[src/hdl/psrf_pkg.sv]
// ----------------------------------------------------------------------------
// psrf_pkg
// shared types, constants and saturation helpers of the secant root finder
// ----------------------------------------------------------------------------
package psrf_pkg;

  localparam int unsigned MAX_DEGREE_DEF     = 8;
  localparam int unsigned MAX_ITERATIONS_DEF = 64;
  localparam int unsigned FRACTION_BITS_DEF  = 16;

  // bracket tests allowed per search
  localparam int unsigned MaxScanPoints = 1048576;
  localparam int unsigned ScanCntW      = $clog2(MaxScanPoints + 1);

  // result status codes
  typedef logic [1:0] status_t;
  localparam status_t ST_CONVERGED  = 2'd0;
  localparam status_t ST_ITER_LIMIT = 2'd1;
  localparam status_t ST_ZERO_DEN   = 2'd2;
  localparam status_t ST_SCAN_DONE  = 2'd3;

  // register indexes
  typedef logic [1:0] cfg_idx_t;
  localparam cfg_idx_t CFG_DEGREE    = 2'd0;
  localparam cfg_idx_t CFG_SCAN_STEP = 2'd1;
  localparam cfg_idx_t CFG_TOLERANCE = 2'd2;

  localparam logic [3:0]  DEGREE_RST    = 4'd2;
  localparam logic [30:0] SCAN_STEP_RST = 31'd29491;
  localparam logic [30:0] TOLERANCE_RST = 31'd66;

  // request and response of a shared arithmetic unit
  typedef struct packed {
    logic               start;
    logic signed [31:0] a;
    logic signed [31:0] b;
  } op_req_t;

  typedef struct packed {
    logic               done;
    logic signed [31:0] result;
  } op_rsp_t;

  function automatic logic signed [35:0] sext36(input logic signed [31:0] v);
    return 36'(v);
  endfunction

  function automatic logic signed [31:0] sat32(input logic signed [35:0] v);
    if (v > 36'sh07FFFFFFF) begin
      return 32'sh7FFFFFFF;
    end else if (v < 36'shF80000000) begin
      return 32'sh80000000;
    end else begin
      return v[31:0];
    end
  endfunction

endpackage

[src/hdl/psrf_mul.sv]
// ----------------------------------------------------------------------------
// psrf_mul
// fixed-point multiplier, round half away from zero, saturating
// ----------------------------------------------------------------------------
module psrf_mul #(
  parameter int unsigned FRACTION_BITS = psrf_pkg::FRACTION_BITS_DEF
) (
  input  logic              clk_i,
  input  logic              rst_ni,
  input  psrf_pkg::op_req_t req_i,
  output psrf_pkg::op_rsp_t rsp_o
);

  localparam logic [63:0] Half = 64'd1 << (FRACTION_BITS - 1);

  logic [31:0]        ma_q, mb_q;
  logic               neg1_q, neg2_q;
  logic [63:0]        prod_q;
  logic [63:0]        rnd;
  logic signed [31:0] res_d, res_q;
  logic [2:0]         vld_q;

  always_ff @(posedge clk_i or negedge rst_ni) begin
    if (!rst_ni) begin
      vld_q <= '0;
    end else begin
      vld_q <= {vld_q[1:0], req_i.start};
    end
  end

  // stage 1 magnitudes, stage 2 product, stage 3 rounding
  always_ff @(posedge clk_i) begin
    ma_q   <= req_i.a[31] ? (~req_i.a + 32'd1) : req_i.a;
    mb_q   <= req_i.b[31] ? (~req_i.b + 32'd1) : req_i.b;
    neg1_q <= req_i.a[31] ^ req_i.b[31];
    prod_q <= 64'(ma_q) * 64'(mb_q);
    neg2_q <= neg1_q;
    res_q  <= res_d;
  end

  always_comb begin
    rnd = (prod_q + Half) >> FRACTION_BITS;
    if (neg2_q) begin
      res_d = (rnd >= 64'h80000000) ? 32'sh80000000 : -$signed(rnd[31:0]);
    end else begin
      res_d = (rnd >= 64'h7FFFFFFF) ? 32'sh7FFFFFFF : $signed(rnd[31:0]);
    end
  end

  assign rsp_o.done   = vld_q[2];
  assign rsp_o.result = res_q;

endmodule

[config.mk]
export PLATFORM = sky130hd
export DESIGN_NAME = psrf_mul
export DESIGN_NICKNAME = d
export VERILOG_FILES = /design/src/hdl/psrf_pkg.sv /design/src/hdl/psrf_mul.sv
export SDC_FILE = /design/constraint.sdc
export NUM_CORES = 2
export LEC_CHECK = 0
export ABC_CLOCK_PERIOD_IN_PS = 10100
export BUFFER_PORTS_ARGS = -buffer_cell sky130_fd_sc_hd__clkbuf_2
export CORE_ASPECT_RATIO = 1.1
export CORE_MARGIN = 1.5
export CORE_UTILIZATION = 30
export CTS_CLUSTER_SIZE = 12
export DETAILED_ROUTE_END_ITERATION = 10
export GPL_TIMING_DRIVEN = 0
export HOLD_SLACK_MARGIN = 0.03
export SLEW_MARGIN = 20
export SYNTH_ARGS = -nofsm -noshare
export SYNTH_HDL_FRONTEND = slang
export SYNTH_SLANG_ARGS = --single-unit
[constraint.sdc]
create_clock -name clk_i -period 10.1 [get_ports clk_i]
set_input_delay 1.515 -clock clk_i [delete_from_list [all_inputs] [get_ports clk_i]]
set_output_delay 1.515 -clock clk_i [all_outputs]
set_load 0.1 [all_outputs]
==> key figures <==
Yosys
  – Post-synth EDFFs: 0
  – Distinct cells, synth: 64
  – Mapped Cells: 4,291
  – Leading area contributor after synthesis: fa_1
  – Post-synth top area share: 0.458
  – Synth cell count leaders: 921 x inv_1, 895 x fa_1, 612 x and2_1
  – Syn Nets: around 5,500
  – Synth Flop Type: dfxtp_1
  – Post-synthesis sequential area ratio: 0.0771
  – FF+latch count, synth: 150
  – Top-count cell post-synth: inv_1
  – Area contributors post-synth: fa_1 46%, and2_1 9.8%, inv_1 8.8%, ha_1 8.5%, dfxtp_1 7.5%
  – Yosys warning total: 0
  – Syn avg cell area: a little over 9 µm²
  – Netlist Area Pre-Place: 39,100 µm²
  – Ys async rst share: 0.0200

Floorplanning
  – IO Pins: 100
  – CORE AREA: 129,000 µm²
  – Die Ht: 382 µm
  – Die area: 133,000 µm²
  – Die width: 347 µm
  – Site Rows: 138
  – Initial Util: 0.303

Placement
  – Dpl hpwl: 124 mm
  – Port-buffer cells: 99
  – Placed Cells: 6,072
  – Area of placed instances: between 40,000 and 50,000 µm²
  – Placer Congestion: between 1 and 1.5

Timing
  – Final Hold Fails: 0
  – Period utilisation layout: 0.985
  – Final Slew Violations: 0
  – Tmin final: 9.95 ns
  – RSZ-0062 raised after global routing: no
  – Worst Max-Slew Pin Slew: 1.28 ns
  – Setup Skew: 0.0330 ns
  – # setup viols final: 0
  – Worst slew margin: 0.145
  – Max Fclk: 100 MHz

Global routing
  – Congestion Overflow GR: 0
  – Vias in the first global route: 31,200
  – Largest net degree at the start of global routing: 19
  – First-pass GRT wire length: 213 mm
  – Gr usage total: 0.222
  – Antenna violations before repair: 11

Critical path
  – CP max FO: 10
  – CP startpoint kind: flip-flop
  – Worst path required time: between 10 and 15 ns
  – Critical Path End Type: flip-flop
  – CP Class: flip-flop to flip-flop
  – Reg2reg path depth: 24
  – Worst EP arrival: slightly above 10 ns

Clocking
  – Clock tree buffer depth: 2
  – Post-CTS Hold Buffers: 0
  – Clk root buf: clkbuf_16
  – CTS buffer count: 17
  – CTS sink count: 150
  – CTS tree: done
  – Reg clk slew, reported paths: 0.10 ns
  – H-tree Lvls: 4
  – Clock latency on the worst-skew pair: 0.52 ns
  – Post-CTS Setup Inserts: 0

Routing
  – Vias per inst: 5.01
  – Post-route ant nets: 0
  – 1st-pass router iterations: 5
  – Final WL: ~150 mm
  – Vias: 30,600
  – Drc violations: 0
  – Iter 0 DRT Violations: 2,742
  – Drt wl/cell: 23.9 µm

Layout
  – Area grow syn2layout: 8.41%
  – FILL cells: 13,600
  – Final std cells w/o fill: 6,110
  – Layout cells sized above 1: 0.0366
  – Final instance area: 42,400 µm²
  – Layout net count: around 5,600

Hold path
  – Worst Hold Depth: 0
  – Type of the worst min-delay path: flip-flop to flip-flop

Run
  – Max-cap viol count: 0

Outcome
  – Outcome: complete, no violations
==> flip-flops by register name (all words and copies together) (netlist names) <==
register / cells
mb_q: 32
neg1_q: 1
neg2_q: 1
prod_q: 49
vld_q: 3
ma_q: 32
res_q: 32
==> cell families after synthesis <==
group,share of synthesized area
compound gates,0.0461
xor+xnor,0.0340
fa+ha+maj,0.542
buf+inv,0.110
flops,0.0771
mux,0.00192
simple gates,0.188
==> critical path: stages, from the launching register on <==
cell and delay [ns]:
dfxtp_1 0.81, clkbuf_1 0.94, nand2_1 0.18, fa_1 0.56
inv_1 0.06, fa_1 0.45, fa_1 0.55, fa_1 0.58
fa_1 0.44, fa_1 0.46, fa_1 0.49, inv_1 0.05
fa_1 0.47, inv_1 0.04, ha_1 0.26, clkbuf_1 0.26
nand4_1 0.23, or4_1 0.56, o21ai_1 0.61, a211oi_1 0.33
o211ai_1 0.55, a31oi_1 0.27, o21bai_1 0.25, a21oi_1 0.11
xnor2_1 0.35
==> per-layer routing <==
layer / track usage / up-vias / share of wire
met5: 0 / - / 0.00025
met4: 0.0917 / 6 / 0.047
met3: 0.0585 / 310 / 0.11
met2: 0.345 / 1620 / 0.44
met1: 0.292 / 15700 / 0.41
li1: - / 13000 / -
==> metrics by stage <==
step                      TNS, ns  utilization  setup WS (ns)  hold slack, ns
final                           0        0.329          0.147           0.332
after global routing            0        0.328         0.0110           0.345
after global placement          0        0.323         0.0992           0.313
after CTS                       0        0.328          0.313           0.335
after floorplan                 0            -           2.63           0.310
after detailed placement   -0.108        0.323        -0.0594           0.318
==> cells in the final DEF (no fill, tap or decap), drive strengths merged, types with 5 or more instances in the layout <==
cell,n
xnor2,115
o21ai,52
fa,895
and2,612
diode,5
xor2,37
a21oi,72
nor2b,7
and3,24
a21o,29
and4,8
a221oi,6
ha,265
clkinv,7
o211ai,7
o41ai,11
nor4,20
a2111oi,15
nand2b,15
dfxtp,147
clkbuf,333
inv,928
o21a,5
nor2,58
o21bai,8
nand3,47
or4,11
or3,15
o31ai,19
buf,9
or2,5
a211oi,8
nand4,25
nor3,35
nand2,512
a31oi,6
==> final timing paths <==
| check | start | end | slack (ns) |
|---|---|---|---|
| max | mb_q[25]$_DFF_P_ | prod_q[62]$_DFF_P_ | 0.15 |
| min | neg1_q$_DFF_P_ | neg2_q$_DFF_P_ | 0.33 |
| max reg2reg | mb_q[25]$_DFF_P_ | prod_q[62]$_DFF_P_ | 0.15 |
| min in group asynchronous | rst_ni | vld_q[2]$_DFF_PN0_ | 0.80 |
| min reg2reg | neg1_q$_DFF_P_ | neg2_q$_DFF_P_ | 0.33 |
| max in group asynchronous | rst_ni | vld_q[1]$_DFF_PN0_ | 9.20 |
==> cell type report <==
| class | count | area [µm²] | share of cell area |
|---|---|---|---|
| clock buffer | 17 | 425 | 0.0100 |
| antenna | 5 | 12.5 | 0.000295 |
| sequential | 150 | 3020 | 0.0711 |
| inverter | 921 | 3460 | 0.0815 |
| timing repair buffer | 102 | 526 | 0.0124 |
| clock inverter | 15 | 205 | 0.00484 |
| buffer | 224 | 870 | 0.0205 |
| tap | 1680 | 2100 | 0.0495 |
| multi-input combinational | 2996 | 31800 | 0.750 |
==> what timing repair did <==
action	CTS	global route
cloned	0	0
endpoints found under the setup margin	2	3
pin swaps	0	0
resized for setup	1	20
Power is not shown: default switching activity piles up to over one toggle a cycle in this logic, so the estimate is an artifact.
