`config.mk`:
```
export PLATFORM = sky130hd
export DESIGN_NAME = psrf_div
export DESIGN_NICKNAME = d
export VERILOG_FILES = /design/src/hdl/psrf_pkg.sv /design/src/hdl/psrf_div.sv
export SDC_FILE = /design/constraint.sdc
export NUM_CORES = 1
export LEC_CHECK = 0
export ABC_AREA = 1
export ABC_CLOCK_PERIOD_IN_PS = 8500
export BUFFER_PORTS_ARGS = -buffer_cell sky130_fd_sc_hd__buf_2
export CORE_ASPECT_RATIO = 1.75
export CORE_MARGIN = 3
export CORE_UTILIZATION = 55
export CTS_BUF_LIST = sky130_fd_sc_hd__clkbuf_8
export DETAILED_ROUTE_END_ITERATION = 16
export PLACE_DENSITY_LB_ADDON = 0.2
export SETUP_SLACK_MARGIN = 0.02
export SYNTH_ARGS = -nofsm -noshare
export SYNTH_HDL_FRONTEND = slang
export SYNTH_SLANG_ARGS = --single-unit
export TNS_END_PERCENT = 20
```
`constraint.sdc`:
```
create_clock -name clk_i -period 8.5 [get_ports clk_i]
set_input_delay 1.275 -clock clk_i [delete_from_list [all_inputs] [get_ports clk_i]]
set_output_delay 1.275 -clock clk_i [all_outputs]
set_load 0.05 [all_outputs]
```
`src/hdl/psrf_pkg.sv`:
```
// ----------------------------------------------------------------------------
// psrf_pkg
// shared types, constants and saturation helpers of the secant root finder
// ----------------------------------------------------------------------------
package psrf_pkg;

  localparam int unsigned MAX_DEGREE_DEF     = 8;
  localparam int unsigned MAX_ITERATIONS_DEF = 64;
  localparam int unsigned FRACTION_BITS_DEF  = 16;

  // bracket tests allowed per search
  localparam int unsigned MaxScanPoints = 1048576;
  localparam int unsigned ScanCntW      = $clog2(MaxScanPoints + 1);

  // result status codes
  typedef logic [1:0] status_t;
  localparam status_t ST_CONVERGED  = 2'd0;
  localparam status_t ST_ITER_LIMIT = 2'd1;
  localparam status_t ST_ZERO_DEN   = 2'd2;
  localparam status_t ST_SCAN_DONE  = 2'd3;

  // register indexes
  typedef logic [1:0] cfg_idx_t;
  localparam cfg_idx_t CFG_DEGREE    = 2'd0;
  localparam cfg_idx_t CFG_SCAN_STEP = 2'd1;
  localparam cfg_idx_t CFG_TOLERANCE = 2'd2;

  localparam logic [3:0]  DEGREE_RST    = 4'd2;
  localparam logic [30:0] SCAN_STEP_RST = 31'd29491;
  localparam logic [30:0] TOLERANCE_RST = 31'd66;

  // request and response of a shared arithmetic unit
  typedef struct packed {
    logic               start;
    logic signed [31:0] a;
    logic signed [31:0] b;
  } op_req_t;

  typedef struct packed {
    logic               done;
    logic signed [31:0] result;
  } op_rsp_t;

  function automatic logic signed [35:0] sext36(input logic signed [31:0] v);
    return 36'(v);
  endfunction

  function automatic logic signed [31:0] sat32(input logic signed [35:0] v);
    if (v > 36'sh07FFFFFFF) begin
      return 32'sh7FFFFFFF;
    end else if (v < 36'shF80000000) begin
      return 32'sh80000000;
    end else begin
      return v[31:0];
    end
  endfunction

endpackage

```
`src/hdl/psrf_div.sv`:
```
// ----------------------------------------------------------------------------
// psrf_div
// fixed-point divider, restoring, one quotient bit a cycle, saturating
// ----------------------------------------------------------------------------
module psrf_div #(
  parameter int unsigned FRACTION_BITS = psrf_pkg::FRACTION_BITS_DEF
) (
  input  logic              clk_i,
  input  logic              rst_ni,
  input  psrf_pkg::op_req_t req_i,
  output psrf_pkg::op_rsp_t rsp_o
);

  localparam int unsigned DW = 33 + FRACTION_BITS;
  localparam int unsigned CW = $clog2(DW + 1);

  logic          busy_q, done_q;
  logic [CW-1:0] cnt_q;
  logic [DW-1:0] dvd_q, quo_q, quo_d;
  logic [31:0]   rem_q, nb_q, na, nb;
  logic [32:0]   rem2;
  logic          ge, neg_q;
  logic signed [31:0] res_q, res_d;

  assign na   = req_i.a[31] ? (~req_i.a + 32'd1) : req_i.a;
  assign nb   = req_i.b[31] ? (~req_i.b + 32'd1) : req_i.b;
  assign rem2 = {rem_q, dvd_q[DW-1]};
  assign ge   = rem2 >= {1'b0, nb_q};
  assign quo_d = {quo_q[DW-2:0], ge};

  always_comb begin
    if (neg_q) begin
      res_d = (quo_d >= DW'(64'h80000000)) ? 32'sh80000000 : -$signed(quo_d[31:0]);
    end else begin
      res_d = (quo_d >= DW'(64'h7FFFFFFF)) ? 32'sh7FFFFFFF : $signed(quo_d[31:0]);
    end
  end

  always_ff @(posedge clk_i or negedge rst_ni) begin
    if (!rst_ni) begin
      busy_q <= 1'b0;
      done_q <= 1'b0;
      cnt_q  <= '0;
    end else begin
      done_q <= 1'b0;
      if (req_i.start) begin
        busy_q <= 1'b1;
        cnt_q  <= CW'(DW);
      end else if (busy_q) begin
        cnt_q <= cnt_q - 1'b1;
        if (cnt_q == CW'(1)) begin
          busy_q <= 1'b0;
          done_q <= 1'b1;
        end
      end
    end
  end

  always_ff @(posedge clk_i) begin
    if (req_i.start) begin
      dvd_q <= (DW'(na) << FRACTION_BITS) + DW'(nb >> 1);
      nb_q  <= nb;
      rem_q <= '0;
      quo_q <= '0;
      neg_q <= req_i.a[31] ^ req_i.b[31];
    end else if (busy_q) begin
      dvd_q <= dvd_q << 1;
      rem_q <= ge ? 32'(rem2 - {1'b0, nb_q}) : rem2[31:0];
      quo_q <= quo_d;
      if (cnt_q == CW'(1)) begin
        res_q <= res_d;
      end
    end
  end

  assign rsp_o.done   = done_q;
  assign rsp_o.result = res_q;

endmodule

```
==> results.py, run 1 <==
metrics = {
    "logic_synthesis": {
        "avgSynthCellArea_um2": 7.41,
        "syn_area_um2": 13400,
        "synth_ff_type": "edfxtp_1",
        "synth_edf_count": 114,
        "synth_top_area_share_pct": 25.6,
        "synth_seq_area_share_pct": 39.1,
        "syn_nets": 1928,
        "synth-seq-cells": 202,
        "postSynth.asyncResetShare_pct": 3.96,
        "synth_top_area_cell": "edfxtp_1",
        "synth_warnings": 0,
        "synthCells": 1806,
        "synthDistinctLibCells": 51,
        "netlist_top_cells_area": "edfxtp_1 26%, nand2_1 13%, dfxtp_1 12%",
    },
    "placed_design": {
        "dp_slack_ns": 3.36,
        "hpwl_um": 28000,
        "place_congestion": 0.960,
        "io_buffer_count": 99,
    },
    "timing": {
        "fin_skew_ns": 0.0248,
        "worst_slack_ns": 3.80,
        "setup-tns-final_ns": 0,
        "holdWs_ns": 0.476,
        "finalSetupViolations": 0,
        "finalHoldViolations": 0,
        "rsz0062_at_grt": "false",
        "relSlewSlack_pct": 35.7,
        "finalCritPeriodShare_pct": 55.3,
        "fin_crit_ns": 4.70,
        "slew_violations": 0,
        "fmax_ghz": 0.213,
        "worst-slew-pin-transition_ns": 0.964,
    },
    "routing": {
        "wl_per_cell_um": 16.4,
        "postRouteAntennaNets": 0,
        "first_pass_iters": 5,
        "drt-vias-per-instance": 5.59,
        "drc": 0,
        "drt_iter0_drc": 933,
        "num_vias": 12400,
        "drt_wl_total_um": 36400,
    },
    "worst_setup_path": {
        "cpPeakStageDelay_ns": 0.54,
        "crit_family": "simple AND/OR/NAND/NOR gates",
        "cp_max_fo": 49,
        "cp.arrival_ns": 5.00,
        "critical_path_required_ns": 8.80,
        "critPathKind": "reg -> reg",
        "cp-end-kind": "flip-flop",
        "path_common_cell": "nor2_2",
        "cpMaxStageDelayCell": "inv_2",
        "crit_chain": "inv_1 -> ha_1 -> a21oi_1 -> o21ai_0 -> a21oi_1 -> nand3_2 -> nand2_2 -> nand2_4 -> inv_2 -> ha_1 -> nand2_1 -> nor2_2 -> inv_1 -> nor2_2 -> nand2_1 -> nor2_2 -> nand2_1 -> nor2_2 -> nand3_1 -> xor2_1 -> o221ai_1",
        "start_kind": "flip-flop",
        "cp_num_buf_inv": 3,
    },
    "job": {
        "maxCapViolCount": 0,
    },
    "layout": {
        "final_nets": 2017,
        "final_core_utilization_pct": 62.1,
        "syn2layout_area_growth_pct": 9.65,
        "n_antenna_cell": 0,
        "drive_gt1_share_pct": 11.6,
    },
    "clock_tree": {
        "cts.sinks": 202,
        "clockRootBuffer": "clkbuf_8",
        "postCtsSetupBuffers": 0,
        "insertion_delay_ns": 0.60,
        "clk_pin_slew_ns": 0.07,
        "numCtsBuffers": 30,
        "clock_path_buffers": 3,
        "ctsResizeCount": 0,
        "hold_buffers": 0,
        "cts_tree": "done",
        "htreeDepth": 1,
    },
    "power": {
        "p_leak_nw": 6.78,
        "powerDensity_nw_per_um2": 245,
        "vdd_ir_drop_max_uv": 191,
    },
    "die": {
        "fp.dieArea_um2": 26300,
        "die_h_um": 212,
        "die_x_um": 124,
        "ios": 100,
        "start_util_pct": 56.7,
        "coreArea_um2": 23600,
        "placementRows": 74,
    },
    "grt": {
        "grt_pass1_wl_um": 58700,
        "antenna_found_initial": 0,
        "grt_pass1_vias": 12100,
        "grt.total_usage_pct": 28.0,
        "grt_max_degree": 70,
        "grt_overflow": 0,
    },
    "run_status": {
        "outcome": "finished, final reports clean",
    },
    "min_path": {
        "hp-class": "reg -> reg",
    },
}
==> where the power goes <==
part,switching (mW),internal (mW)
clock network,0.391,0.389
registers,0.0756,1.20
logic,1.00,0.537
total,1.47,2.13
==> synth_stat cells, types with 7 or more instances <==
master	count
xnor2_1	36
nand3b_1	10
nor2_4	7
o21ai_0	80
a21oi_1	72
clkbuf_1	31
buf_2	10
o221ai_1	13
nand4_1	23
nor2_2	24
nor4_1	15
ha_1	53
nor3_1	24
nand2_1	461
a31oi_1	9
o22ai_1	49
dfxtp_1	80
edfxtp_1	114
o21ai_1	49
nand3_1	106
inv_2	13
xor2_1	59
nor2_1	171
dfrtp_1	8
inv_1	222
nand2_2	11
==> per-layer routing <==
metal	up-vias	track usage, %	part of all wire, %
met3	126	3.70	4.7
met4	0	15.1	5.8
li1	6178	-	-
met1	5729	30.0	37
met5	-	0	0
met2	397	52.1	53
==> cells in the final DEF (no fill, tap or decap), types with 49 or more instances in the layout <==
master / n
edfxtp_1: 114
xor2_1: 59
o22ai_1: 49
dfxtp_1: 80
inv_1: 234
nor2_1: 170
buf_2: 99
o21ai_1: 49
nand2_1: 461
ha_1: 53
nand3_1: 106
a21oi_1: 72
o21ai_0: 80
==> sequential cells by signal, indices dropped and copies added (netlist names) <==
register,cells
dvd_q,49
res_q,32
quo_q,48
cnt_q,6
rem_q,32
nb_q,32
done_q,1
busy_q,1
neg_q,1
==> stage by stage <==
step / power (mW) / cell area, um2 / instances
floorplan: 2.48 / 13400 / 1806
global placement: 2.79 / 14100 / 2167
detailed placement: 2.81 / 14100 / 2167
CTS: 3.60 / 14700 / 2223
global route: 3.86 / 14700 / 2223
finish: 3.60 / 14700 / 2223
==> cells by family after synthesis <==
| group | after synthesis | share of synthesized area, % |
|---|---|---|
| AOI/OAI and AO/OA | 297 | 12.6 |
| xor gates and xnor gates | 96 | 6.34 |
| adders and majority gates | 55 | 5.26 |
| buffers and inverters | 286 | 8.40 |
| DFF | 202 | 39.1 |
| and+or+nand+nor | 870 | 28.4 |
==> worst register-to-register path, delay by kind of cell, from the launching register on <==
family	cells	cell delay (ns)
AO/OA/AOI/OAI	4	0.81
XOR/XNOR	1	0.16
buffers and inverters	3	0.66
AND/OR/NAND/NOR	11	1.87
adder cells (fa/ha/maj)	2	0.61
flip-flops	1	0.32
==> cell type report <==
class | count | area, um2
fillers | 2256 | 8940
multi-input cells | 1318 | 7040
flip-flops and latches | 202 | 5230
inverters | 237 | 892
repair buffers | 106 | 548
clock buffers | 33 | 454
well taps | 304 | 380
clock inverters | 23 | 133
==> path summary, 6_finish.rpt <==
| kind | from | to | slack (ns) | depth (start not counted) |
|---|---|---|---|---|
| max | nb_q[16]$_DFFE_PP_ | res_q[30]$_DFFE_PP_ | 3.80 | 21 |
| min | rem_q[19]$_SDFFE_PP0P_ | rem_q[19]$_SDFFE_PP0P_ | 0.48 | 2 |
| max reg2reg | nb_q[16]$_DFFE_PP_ | res_q[30]$_DFFE_PP_ | 3.80 | 21 |
| min reg2reg | rem_q[19]$_SDFFE_PP0P_ | rem_q[19]$_SDFFE_PP0P_ | 0.48 | 2 |
| max in group asynchronous | rst_ni | cnt_q[2]$_DFFE_PN0P_ | 7.83 | 1 |
| min in group asynchronous | rst_ni | busy_q$_DFF_PN0_ | 0.50 | 1 |
(Power assumes the default switching activity.)
==> run 2: changes to the inputs <==
- ABC_CLOCK_PERIOD_IN_PS: 8500 -> 4300
- clock period: 8.5 -> 4.3 ns (I/O delays scaled with it)
==> results.py, run 2 (same netlist as run 1, synthesis figures left out) <==
metrics = {
    "power": {
        "intPower_mw": 4.24,
        "pwr-share-seq_pct": 35.1,
        "clockPowerShare_pct": 21.6,
        "p_total_mw": 7.18,
        "p_leak_nw": 6.89,
        "powerDensity_nw_per_um2": 484,
        "p_sw_share_pct": 40.9,
        "power.switching_mw": 2.94,
        "comb_power_share_pct": 43.3,
        "vdd_ir_drop_max_uv": 350,
    },
    "grt": {
        "grt_pass1_wl_um": 59200,
        "antenna_found_initial": 2,
        "grt.total_usage_pct": 28.4,
        "grt_max_degree": 77,
        "use_met1_pct": 28.4,
        "grt_use_met2_pct": 53.6,
        "grt.busiest_layer": "met2",
        "grt_overflow": 0,
        "grt_pass1_vias": 12400,
        "grtUsageMet3_pct": 3.67,
    },
    "layout": {
        "final_cell_mix": "461 x nand2_1, 235 x inv_1, 170 x nor2_1",
        "fill_cells": 2220,
        "largest_register_ff_count": 49,
        "regMostFlops": "dvd_q",
        "final_nets": 2040,
        "fin_cells": 2247,
        "final_common_cell": "nand2_1",
        "reg_top3": "dvd_q (49), quo_q (48)",
        "regArea_um2": 5230,
        "multi_input_area_um2": 7040,
        "drive_gt1_share_pct": 12.6,
        "syn2layout_area_growth_pct": 11.0,
    },
    "routing": {
        "postRouteAntennaNets": 0,
        "first_pass_iters": 7,
        "drt_wl_total_um": 37100,
        "num_vias": 12500,
        "drc": 0,
        "drt_iter0_drc": 770,
        "drt-vias-per-instance": 5.54,
        "wl_per_cell_um": 16.5,
    },
    "run_status": {
        "outcome": "finished, final reports clean",
    },
    "die": {
        "ios": 100,
        "start_util_pct": 56.7,
        "placementRows": 74,
        "coreArea_um2": 23600,
        "die_h_um": 212,
        "die_x_um": 124,
        "fp.dieArea_um2": 26300,
    },
    "job": {
        "maxCapViolCount": 0,
    },
    "worst_setup_path": {
        "rrSetupSlack_ns": 0.38,
        "critical_path_required_ns": 4.62,
        "start_kind": "flip-flop",
        "critPathKind": "reg -> reg",
        "cp_max_fo": 4,
        "cp-end-kind": "flip-flop",
        "cp.arrival_ns": 4.23,
    },
    "timing": {
        "finalHoldViolations": 0,
        "relSlewSlack_pct": 37.9,
        "rsz0062_at_grt": "false",
        "finalCritPeriodShare_pct": 91.1,
        "fin_skew_ns": 0.0130,
        "slew_violations": 0,
        "fmax_ghz": 0.255,
        "finalSetupViolations": 0,
        "worst_slack_ns": 0.384,
        "fin_crit_ns": 3.92,
        "worst-slew-pin-transition_ns": 0.931,
    },
    "clock_tree": {
        "htreeDepth": 1,
        "clock_path_buffers": 3,
        "cts_tree": "done",
        "numCtsBuffers": 30,
        "postCtsSetupBuffers": 0,
        "cts.sinks": 202,
        "clk_pin_slew_ns": 0.07,
        "clockRootBuffer": "clkbuf_8",
        "insertion_delay_ns": 0.60,
    },
    "placed_design": {
        "io_buffer_count": 99,
        "dp_slack_ns": -0.0399,
        "hpwl_um": 28900,
        "dp_cells": 2189,
        "place_congestion": 0.979,
    },
    "min_path": {
        "hp-class": "in -> reg",
    },
}
## run 2: cell count changes in the layout (fill, tap and decap cells not counted), sizes merged
cell,delta
buf,+22
clkinv,-3
clkinvlp,+1
diode,+1
dlygate4sd3,+1
inv,+2
## run 2: repair_timing
| action | CTS | global route |
|---|---|---|
| hold endpoints to repair | 8 | 0 |
| setup endpoints to repair | 0 | 0 |
| resized for setup | 0 | 0 |
| hold buffers | 1 | 0 |
## run 2: per-layer routing
metal	share of wire [%]	up-vias
met3	4.5	151
met4	6.8	0
met1	35	5724
li1	-	6215
met5	0	-
met2	54	363
## run 2: path summary, 6_finish.rpt
check	end	from	depth (start not counted)
min in group asynchronous	busy_q$_DFF_PN0_	rst_ni	2
max in group asynchronous	cnt_q[1]$_DFFE_PN0P_	rst_ni	2
min reg2reg	rem_q[17]$_SDFFE_PP0P_	rem_q[17]$_SDFFE_PP0P_	2
max reg2reg	res_q[30]$_DFFE_PP_	nb_q[16]$_DFFE_PP_	21
max	res_q[30]$_DFFE_PP_	nb_q[16]$_DFFE_PP_	21
min	nb_q[0]$_DFFE_PP_	req_i[0]	1
## run 2: final cells by class
type | instances | share of cell area, %
timing repair buffer | 129 | 4.87
clock buffer | 33 | 3.06
inverter | 237 | 6.01
tap | 304 | 2.56
antenna | 1 | 0.0169
sequential | 202 | 35.2
multi-input combinational | 1318 | 47.4
clock inverter | 23 | 0.868
## run 2: worst max-delay path, cell delays in order, from the launching register on
cell and delay, ns:
edfxtp_1 0.35, inv_1 0.07, ha_1 0.27, a21oi_1 0.25, o21ai_0 0.21, a21oi_1 0.25
nand3_2 0.24, nand2_2 0.20, nand2_4 0.09, inv_2 0.07, ha_1 0.17, nand2_1 0.10
nor2_2 0.18, inv_1 0.07, nor2_2 0.14, nand2_1 0.13, nor2_2 0.14, nand2_1 0.14
nor2_2 0.17, nand3_1 0.12, xor2_1 0.16, o221ai_1 0.11
## run 2: stage by stage
stage	utilization, %	TNS (ns)	cell area [um2]	hold slack (ns)
global route	62.9	0	14800	0.228
detailed placement	60.3	-0.0656	14200	0.464
floorplan	-	0	13400	0.349
CTS	62.9	0	14800	0.222
global placement	60.3	0	14200	0.461
finish	62.9	0	14800	0.252
## run 2: power groups by stage
stage / logic, mW / registers, mW / clock network (mW)
2_1_floorplan: 2.38 / 2.52 / 0
3_3_place_gp: 3.01 / 2.55 / 0
3_5_place_dp: 3.06 / 2.56 / 0
4_1_cts: 3.08 / 2.52 / 1.58
5_1_grt: 3.48 / 2.55 / 1.67
6_report: 3.11 / 2.52 / 1.55
==> run 3: changes to the inputs <==
- ABC_CLOCK_PERIOD_IN_PS: 4300 -> 3200
- CORE_UTILIZATION: 55 -> 50
- SLEW_MARGIN: unset -> 20
- clock period: 4.3 -> 3.2 ns (I/O delays scaled with it)
==> results.py, run 3 (same netlist as run 1, synthesis figures left out) <==
metrics = {
    "grt": {
        "grt_max_degree": 53,
        "antenna_found_initial": 1,
        "grt.total_usage_pct": 27.8,
        "grt_pass1_wl_um": 64800,
        "grt_pass1_vias": 13500,
        "grt_overflow": 0,
    },
    "run_status": {
        "outcome": "finished, violations left",
        "violations": "negative setup slack",
    },
    "layout": {
        "drive_gt1_share_pct": 27.1,
        "final_cell_mix": "431 x nand2_1, 242 x buf_4, 222 x inv_1",
        "regMostFlops": "dvd_q",
        "fin_cells": 2486,
        "final_core_utilization_pct": 66.4,
        "final_nets": 2263,
        "reg_top3": "dvd_q (49), quo_q (48)",
        "syn2layout_area_growth_pct": 29.8,
        "final_area_um2": 17400,
        "final_common_cell": "nand2_1",
        "largest_register_ff_count": 49,
    },
    "clock_tree": {
        "numCtsBuffers": 31,
        "cts_tree": "done",
        "clockRootBuffer": "clkbuf_8",
        "clk_pin_slew_ns": 0.06,
        "clock_path_buffers": 3,
        "htreeDepth": 1,
        "insertion_delay_ns": 0.61,
        "cts.sinks": 202,
    },
    "power": {
        "pwr-share-seq_pct": 30.5,
        "clockPowerShare_pct": 20.1,
        "comb_power_share_pct": 49.4,
        "powerDensity_nw_per_um2": 641,
        "p_leak_nw": 8.16,
        "p_sw_share_pct": 39.4,
        "vdd_ir_drop_max_uv": 465,
        "power.switching_mw": 4.38,
        "p_total_mw": 11.1,
        "intPower_mw": 6.75,
    },
    "timing": {
        "fin_crit_ns": 3.44,
        "finalSetupViolations": 26,
        "fmax_ghz": 0.291,
        "worst-slew-pin-transition_ns": 0.914,
        "finalCritPeriodShare_pct": 107,
        "fin_skew_ns": 0.0277,
        "slew_violations": 0,
        "finalHoldViolations": 0,
        "worst_slack_ns": -0.240,
        "relSlewSlack_pct": 39.0,
        "rsz0062_at_grt": "true",
        "holdWs_ns": 0.192,
    },
    "placed_design": {
        "io_buffer_count": 99,
        "dp_cells": 2378,
        "place_congestion": 0.943,
        "dpl_cell_area_um2": 15600,
        "hpwl_um": 30400,
    },
    "die": {
        "coreArea_um2": 26200,
        "die_h_um": 222,
        "placementRows": 78,
        "start_util_pct": 51.1,
        "fp.dieArea_um2": 28800,
        "die_x_um": 130,
        "ios": 100,
    },
    "worst_setup_path": {
        "cpMaxStageDelayCell": "ha_1",
        "start_kind": "input port",
        "path_common_cell": "nand2_1",
        "crit_chain": "buf_8 -> inv_6 -> buf_6 -> nand2_4 -> nor3_4 -> nand3_2 -> nor2_1 -> buf_4 -> nand4_1 -> nor2_2 -> nand2_1 -> nand2_1 -> xor2_2 -> ha_1 -> nand2_1 -> nand2_1 -> buf_4 -> a21oi_2 -> o21ai_2 -> a21boi_0 -> buf_4 -> o21ai_1 -> xnor2_1 -> o21ai_1",
        "cp-end-kind": "flip-flop",
        "critPathKind": "in -> reg",
        "cp.arrival_ns": 3.76,
        "critical_path_required_ns": 3.52,
        "cp_num_buf_inv": 6,
        "crit_family": "simple AND/OR/NAND/NOR gates",
        "cpPeakStageDelay_ns": 0.30,
        "cp_max_fo": 3,
    },
    "job": {
        "maxCapViolCount": 0,
    },
    "routing": {
        "drc": 0,
        "num_vias": 13600,
        "drt_iter0_drc": 831,
        "postRouteAntennaNets": 0,
        "first_pass_iters": 5,
        "drt_wl_total_um": 41700,
        "drt-vias-per-instance": 5.48,
        "wl_per_cell_um": 16.8,
    },
    "min_path": {
        "hp-class": "in -> reg",
    },
}
run 3: changes by cell type in the layout (fill, tap and decap cells not counted), sizes merged:
| cell | previous run | this run |
|---|---|---|
| diode | 1 | 2 |
| clkbuf | 33 | 32 |
| clkinv | 8 | 6 |
| buf | 128 | 350 |
| bufinv | 1 | 3 |
| clkinvlp | 1 | 2 |
run 3: repair_timing:
item,in CTS,in global routing
setup buffers,36,13
resized for setup,55,127
endpoints found under the setup margin,27,58
pin swaps,16,64
hold endpoints to repair,8,0
hold buffers,1,0
run 3: path summary, 6_finish.rpt:
path | start | to | slack (ns) | cells past startpoint
setup / recovery | req_i[0] | dvd_q[27]$_DFFE_PP_ | -0.24 | 24
hold / removal | req_i[0] | nb_q[0]$_DFFE_PP_ | 0.19 | 2
max in group asynchronous | rst_ni | cnt_q[0]$_DFFE_PN0P_ | 2.77 | 2
min in group asynchronous | rst_ni | busy_q$_DFF_PN0_ | 0.27 | 2
hold reg to reg | rem_q[19]$_SDFFE_PP0P_ | rem_q[19]$_SDFFE_PP0P_ | 0.48 | 2
setup reg to reg | nb_q[16]$_DFFE_PP_ | res_q[26]$_DFFE_PP_ | 0.01 | 21
run 3: per-stage QoR:
| step | setup TNS (ns) | worst slack (ns) |
|---|---|---|
| 2_1_floorplan | -4.27 | -0.335 |
| 3_3_place_gp | -17.38 | -0.796 |
| 3_5_place_dp | -19.30 | -0.857 |
| 4_1_cts | -0.0419 | -0.0224 |
| 5_1_grt | -8.50 | -0.408 |
| 6_report | -3.18 | -0.240 |
run 3: worst register-to-register path, delay by kind of cell (launching register included):
family / cells / cell delay, ns
flip-flops: 1 / 0.32
adder cells (fa/ha/maj): 2 / 0.45
buffers and inverters: 3 / 0.18
AO/OA/AOI/OAI: 4 / 0.67
XOR/XNOR: 1 / 0.16
AND/OR/NAND/NOR: 11 / 1.14
run 3: power groups by stage:
| stage | Clock [mW] | Sequential (mW) | Combinational, mW |
|---|---|---|---|
| 2_1_floorplan | 0 | 3.38 | 3.20 |
| 6_report | 2.24 | 3.40 | 5.50 |
| 3_5_place_dp | 0 | 3.43 | 4.89 |
| 5_1_grt | 2.40 | 3.43 | 6.06 |
| 4_1_cts | 2.28 | 3.38 | 5.06 |
| 3_3_place_gp | 0 | 3.42 | 4.82 |
run 3: area by class of cell:
type                       count  area [um2]
fill                        2245        8790
tap                          320         400
clock buffer                  32         440
antenna                        2        5.00
inverter                     237         902
timing repair buffer         351        2460
clock inverter                24         191
multi-input combinational   1318        7750
sequential                   202        5230
run 3: metal layers:
metal | global-route usage (%) | routed length [um] | share of wire, % | vias up
met1 | 28.5 | 14500 | 35 | 6359
met3 | 2.74 | 1490 | 3.6 | 179
li1 | - | - | - | 6659
met4 | 15.6 | 2930 | 7.0 | 0
met2 | 53.0 | 22700 | 55 | 434
met5 | 0 | 0 | 0 | -
